[src/rtl/tsp_pkg.sv]
// Shared types and constants for the two-sum pair finder.
// Used by tsp_ctrl, tsp_datapath and two_sum_pair_finder_core; no dependencies.
package tsp_pkg;

   localparam int MAX_LEN = 256;
   localparam int IDX_W   = $clog2(MAX_LEN);
   localparam int CNT_W   = $clog2(MAX_LEN + 1);

   localparam logic [1:0] STATUS_PAIR     = 2'd0;
   localparam logic [1:0] STATUS_NO_PAIR  = 2'd1;
   localparam logic [1:0] STATUS_OVERFLOW = 2'd2;

   localparam logic [7:0] FALLBACK_EARLIER = 8'd0;
   localparam logic [7:0] FALLBACK_LATER   = 8'd1;

   typedef enum logic [4:0] {
      ST_IDLE  = 5'b00001,
      ST_CHECK = 5'b00010,
      ST_SCAN  = 5'b00100,
      ST_STORE = 5'b01000,
      ST_EMIT  = 5'b10000
   } state_type;

   typedef struct packed {
      logic accept;
      logic start_scan;
      logic scan;
      logic take_hit;
      logic overflow;
      logic store;
      logic emit;
   } cmd_type;

   typedef struct packed {
      logic answered;
      logic full;
      logic empty;
      logic hit;
      logic scan_done;
      logic last;
      logic out_free;
   } stat_type;

endpackage

[src/rtl/tsp_ctrl.sv]
// Controller of the two-sum pair finder: sequences accept, check, scan, store and emit.
// Depends on tsp_pkg; drives tsp_datapath through the command struct.
module tsp_ctrl (
   input  logic               clock,
   input  logic               reset,
   input  logic               req_valid,
   input  tsp_pkg::stat_type  stat,
   output tsp_pkg::cmd_type   cmd,
   output logic               idle
);

   tsp_pkg::state_type state_ff;
   tsp_pkg::state_type state_in;

   always_comb begin
      state_in = state_ff;
      cmd      = '0;
      unique case (state_ff)
         tsp_pkg::ST_IDLE: begin
            if (req_valid) begin
               cmd.accept = 1'b1;
               state_in   = tsp_pkg::ST_CHECK;
            end
         end
         tsp_pkg::ST_CHECK: begin
            if (stat.answered) begin
               state_in = tsp_pkg::ST_IDLE;
            end else if (stat.full) begin
               cmd.overflow = 1'b1;
               state_in     = tsp_pkg::ST_EMIT;
            end else if (stat.empty) begin
               state_in = tsp_pkg::ST_STORE;
            end else begin
               cmd.start_scan = 1'b1;
               state_in       = tsp_pkg::ST_SCAN;
            end
         end
         tsp_pkg::ST_SCAN: begin
            cmd.scan = 1'b1;
            if (stat.hit) begin
               cmd.take_hit = 1'b1;
               state_in     = tsp_pkg::ST_EMIT;
            end else if (stat.scan_done) begin
               state_in = tsp_pkg::ST_STORE;
            end
         end
         tsp_pkg::ST_STORE: begin
            cmd.store = 1'b1;
            state_in  = stat.last ? tsp_pkg::ST_EMIT : tsp_pkg::ST_IDLE;
         end
         tsp_pkg::ST_EMIT: begin
            if (stat.out_free) begin
               cmd.emit = 1'b1;
               state_in = tsp_pkg::ST_IDLE;
            end
         end
         default: begin
            state_in = tsp_pkg::ST_IDLE;
         end
      endcase
   end

   always_ff @(posedge clock) begin
      if (reset) begin
         state_ff <= tsp_pkg::ST_IDLE;
      end else begin
         state_ff <= state_in;
      end
   end

   assign idle = (state_ff == tsp_pkg::ST_IDLE);

endmodule

[config.mk]
export PLATFORM = sky130hd
export DESIGN_NAME = tsp_ctrl
export DESIGN_NICKNAME = d
export VERILOG_FILES = /design/src/rtl/tsp_pkg.sv /design/src/rtl/tsp_ctrl.sv
export SDC_FILE = /design/constraint.sdc
export NUM_CORES = 1
export LEC_CHECK = 0
export CORE_AREA = 2 2 39 41
export DETAILED_ROUTE_END_ITERATION = 10
export DIE_AREA = 0 0 41 43
export DONT_BUFFER_PORTS = 1
export PLACE_DENSITY = 0.42
export SKIP_CTS_REPAIR_TIMING = 1
export SYNTH_ARGS = -nofsm -noshare
export SYNTH_HDL_FRONTEND = slang
export SYNTH_SLANG_ARGS = --single-unit
[constraint.sdc]
create_clock -name clock -period 1.8 [get_ports clock]
set_input_delay 0.18 -clock clock [delete_from_list [all_inputs] [get_ports clock]]
set_output_delay 0.18 -clock clock [all_outputs]
set_load 0.1 [all_outputs]
==> Yosys cells after proc, flatten, opt, wreduce, memory -nomap -nowiden <==
Cells that the tools add are included.
{ "totals": {"latchBits": 0, "mem_bits_rw": 0, "wordCells": 33, "n_memories": 0, "ff_bits": 5, "input_bits": 10, "rom_bits": 0} }
{ "op_classes": {"muxes": 23, "div": 0, "multipliers": 0, "reduce_logical": 1, "n_eq_ne": 8, "bitwise": 0, "n_lt_le_gt_ge": 0, "addsub": 0, "shift": 0} }
{ "ops": {"columns": ["cell", "n"], "rows": [
  ["two-way mux 5 bit", 7],
  ["one-hot mux 5 bit (5 select lines)", 1],
  ["two-way mux 1 bit", 13],
  ["equality test 5 x 1 -> 1 bit (second input constant)", 1],
  ["equality test 5 x 2 -> 1 bit (second input constant)", 1],
  ["equality test 5 x 3 -> 1 bit (second input constant)", 1],
  ["equality test 5 x 4 -> 1 bit (second input constant)", 1],
  ["equality test 5 bit (second input constant)", 1],
  ["two-way mux 4 bit", 1],
  ["!= test 2 bit (second input constant)", 2],
  ["!= test 3 bit (second input constant)", 1],
  ["AND reduction 3 bit", 1],
  ["two-way mux 2 bit", 1]
]} }

==> Longest topological paths before layout <==
{ "logic_depth": {"depth_word": 4, "mapped_depth": 5} }

==> Worst setup path after synthesis <==
Ideal clock, no wire load.
{ "synth_timing": {"path_kind": "register -> register", "from": "register state_ff[0]", "to": "register state_ff[1]", "arrival_time_ns": 4.656, "setup_ns": 0.068, "path_buffers": 0, "path_slack_ns": -2.923, "period_less_slack_ns": 4.723, "stages_incl_launch_ff": 5, "cell_sequence": "dfxtp_1 -> nand2b_1 -> nor4_1 -> and2_1 -> nor2b_1"} }
{ "synth_via": {"elab_chain_cells": 3, "word_cells_on_any_way": 10, "classes_between": "eq/ne: 8; mux: 1; reduce/logical: 1"} }
{ "synth_rtl": {"columns": ["element", "line", "source"], "rows": [
  ["from (decl)", "tsp_ctrl.sv:12", "tsp_pkg::state_type state_ff;"],
  ["from (signal assigned)", "tsp_ctrl.sv:65", "state_ff <= tsp_pkg::ST_IDLE;"],
  ["from (signal assigned)", "tsp_ctrl.sv:67", "state_ff <= state_in;"],
  ["equality test 5 x 1 -> 1 bit (*)", null, null],
  ["net idle", "tsp_ctrl.sv:9", "output logic idle"],
  ["!= test 2 bit (no source line)", null, null],
  ["AND reduction 3 bit (no source line)", null, null]
]} }
Mark *: on every way through the listed nets, which the timed path passes. The rest lies on a longest branch.
A chain may end at the register's enable or synchronous reset.

==> impl_metrics.csv <==
group,metric,value,unit
clock_tree,cts.path.max_buffers,2,
yosys,yosys_warnings,0,
yosys,ys_ff_latch,5,
grt,grt_pass1_wl,1.86,mm
final_layout,final_common_cell,"buf_4",
power_and_ir_drop,cellPowerDensity,570,mW/mm²
power_and_ir_drop,vdd_ir_drop_max,0.000447,V
sta,fin_crit_sh,102,%
routing,num_vias,415,
placed_design,dp_cells,71,
final_layout,diodes,0,
yosys,synth_top_family_by_area,"simple AND/OR/NAND/NOR gates",
power_and_ir_drop,leakage,0.271,nW
routing,top_layer,"met4",
grt,antenna_found_initial,0,
clock_tree,htree_levels,1,
setup_path,criticalPathCategory,"flop to output port",
yosys,synth-xor-area-share,2.29,%
run_status,violations,"negative setup slack",
job,maxCapViolCount,0,
placed_design,port-buffer-count,0,
floorplanning,rows,14,
floorplanning,fp.dieArea,0.00176,mm²
final_layout,reg_top3,"state_ff x5",
final_layout,final_nets,75,
run_status,status,"complete, but fails checks",
routing,antenna_left,0,
yosys,syn_avg_cell_area,7.98,µm²
clock_tree,root_buffer,"clkbuf_4",
routing,drc,0,
sta,fin_skew,0.000181,ns
grt,grt_max_degree,8,
sta,rsz0062_at_grt,"yes",
routing,firstDrtPassIters,3,
sta,fin_ws,-0.0424,ns
grt,grt.overflow.total,0,
yosys,synthesis.nets,58,
yosys,synthMuxAreaShare,0,%
sta,min_period,1.84,ns
placed_design,hpwl,887,µm
clock_tree,path_clk_slew,0.04,ns
final_layout,regMostFlops,"state_ff",
final_layout,syn2layout_area_growth,59.5,%
clock_tree,clkSinkCount,5,
routing,avgViaCountPerCell,5.19,
routing,dr.first_iter.drc_count,1,
power_and_ir_drop,total_power,348,µW
setup_path,crit_path_end_kind,"output port",
final_layout,fin_cells,80,
floorplanning,die_y,43,µm
yosys,netlist_instances,48,
sta,drv_slew,0,
hold_path,hold_class,"input pin to flop",
sta,fin_hold_ws,0.00960,ns
floorplanning,fp.dieW,41,µm
final_layout,layout-drive-gt1-share,48.4,%
floorplanning,core,0.00138,mm²
grt,grt_pass1_vias,429,
final_layout,n_fill_cell,148,
setup_path,crit_arrival,1.66,ns
final_layout,largest_reg_flops,5,
sta,max_freq,543,MHz
yosys,synth_cell_types,26,
setup_path,required,1.62,ns
setup_path,crit_path_max_incr_delay,0.50,ns
sta,final_hold_viol_count,0,
setup_path,path_cells,"nor3_4 -> nand3b_4 -> or4_4 -> inv_2 -> buf_12",
grt,track_usage,15.6,%
setup_path,crit_slowest_cell,"or4_4",
yosys,syn_area,383,µm²
placed_design,pre_cts_ws,0.197,ns
routing,wl_met3,111,µm
yosys,synth-simple-area-share,48.0,%
sta,relSlewSlack,73.4,%
final_layout,final_cell_mix,"buf_4, nor2_1, inv_1",
clock_tree,clk_latency,0.24,ns
placed_design,place.gp.congestion,0.744,
yosys,synth_compound_area_share,15.7,%
yosys,synth_fa_ha_area_share,0,%
sta,setup_viol,1,
routing,met2_length,554,µm
setup_path,startpoint_type,"flop",
sta,worst_pin_slew,0.396,ns
yosys,yosysSeqAreaShare,26.1,%
clock_tree,cts_buffers,3,
floorplanning,start_util,27.7,%
routing,wire_per_inst,14.3,µm
setup_path,cp_max_fo,2,
clock_tree,cts_tree,"built",
floorplanning,io_pins,18,
routing,met1_length,445,µm
routing,finalWirelength,1.14,mm
## cell usage after synthesis
| library cell | n | area share [%] |
|---|---|---|
| nor2_1 | 8 | 7.8 |
| inv_1 | 6 | 5.9 |
| dfxtp_1 | 5 | 26 |
| nand2_1 | 3 | 2.9 |
| nor2b_1 | 3 | 4.9 |
| nand3b_1 | 2 | 3.9 |
| nor4_1 | 2 | 3.3 |
| a2111oi_2 | 1 | 3.9 |
| a41oi_1 | 1 | 2.3 |
| and2_1 | 1 | 1.6 |
| and4bb_2 | 1 | 3.3 |
| buf_4 | 1 | 2.0 |
| nand2b_1 | 1 | 1.6 |
| nand3_1 | 1 | 1.3 |
| nand3b_2 | 1 | 2.9 |
| nand4_1 | 1 | 1.6 |
| nor3_1 | 1 | 1.3 |
| nor3_4 | 1 | 4.2 |
| nor3b_1 | 1 | 2.0 |
| nor4b_1 | 1 | 2.3 |
| o22a_2 | 1 | 2.6 |
| o31a_1 | 1 | 2.3 |
| o31ai_1 | 1 | 2.0 |
| o32a_1 | 1 | 2.6 |
| or4_4 | 1 | 2.9 |
| xnor2_1 | 1 | 2.3 |
## layer usage
metal | global-route usage, % | up-vias
met5 | 0 | -
met4 | 10.0 | 0
li1 | - | 204
met2 | 22.2 | 19
met1 | 18.8 | 188
met3 | 5.76 | 4
## cells by family after synthesis
kind of cell              after synthesis
buffers and inverters                   7
and+or+nand+nor                        29
DFF                                     5
xor gates and xnor gates                1
AOI/OAI and AO/OA                       6
## layout make-up
class	count	area, µm²	area share, %
flip-flops and latches	5	109	17.8
well taps	16	20.0	3.28
multi-input cells	36	292	47.7
clock buffers	4	26.3	4.30
repair buffers	13	138	22.5
inverters	6	26.3	4.30
## worst paths after layout
check	slack, ns	endpoint	cells after the start	from
setup / recovery	-0.04	cmd[5]	5	state_ff[4]
hold / removal	0.01	state_ff[4]	1	reset
setup reg to reg	0.08	state_ff[2]	5	state_ff[4]
hold reg to reg	0.76	state_ff[3]	4	state_ff[4]
## where the power goes
| group | internal, mW | switching (mW) |
|---|---|---|
| combinational | 0.0389 | 0.0634 |
| clock | 0.0835 | 0.0416 |
| sequential | 0.113 | 0.00738 |
| total | 0.236 | 0.112 |
## metrics by stage
| stage | instance area, µm² | utilization, % | TNS [ns] |
|---|---|---|---|
| after detailed placement | 529 | 38.2 | 0 |
| after global routing | 611 | 44.1 | -0.126 |
| final | 611 | 44.1 | -0.0424 |
| after global placement | 529 | 38.2 | 0 |
| after CTS | 556 | 40.1 | -0.0566 |
| after floorplan | 419 | - | -1.42 |
## worst max-delay path, delay by kind of cell, from the launching register on
family / cells / cell delay, ns
simple gates: 3 / 0.83
flops: 1 / 0.34
buf+inv: 2 / 0.25
Note: power is estimated with default switching activity, not from simulation.
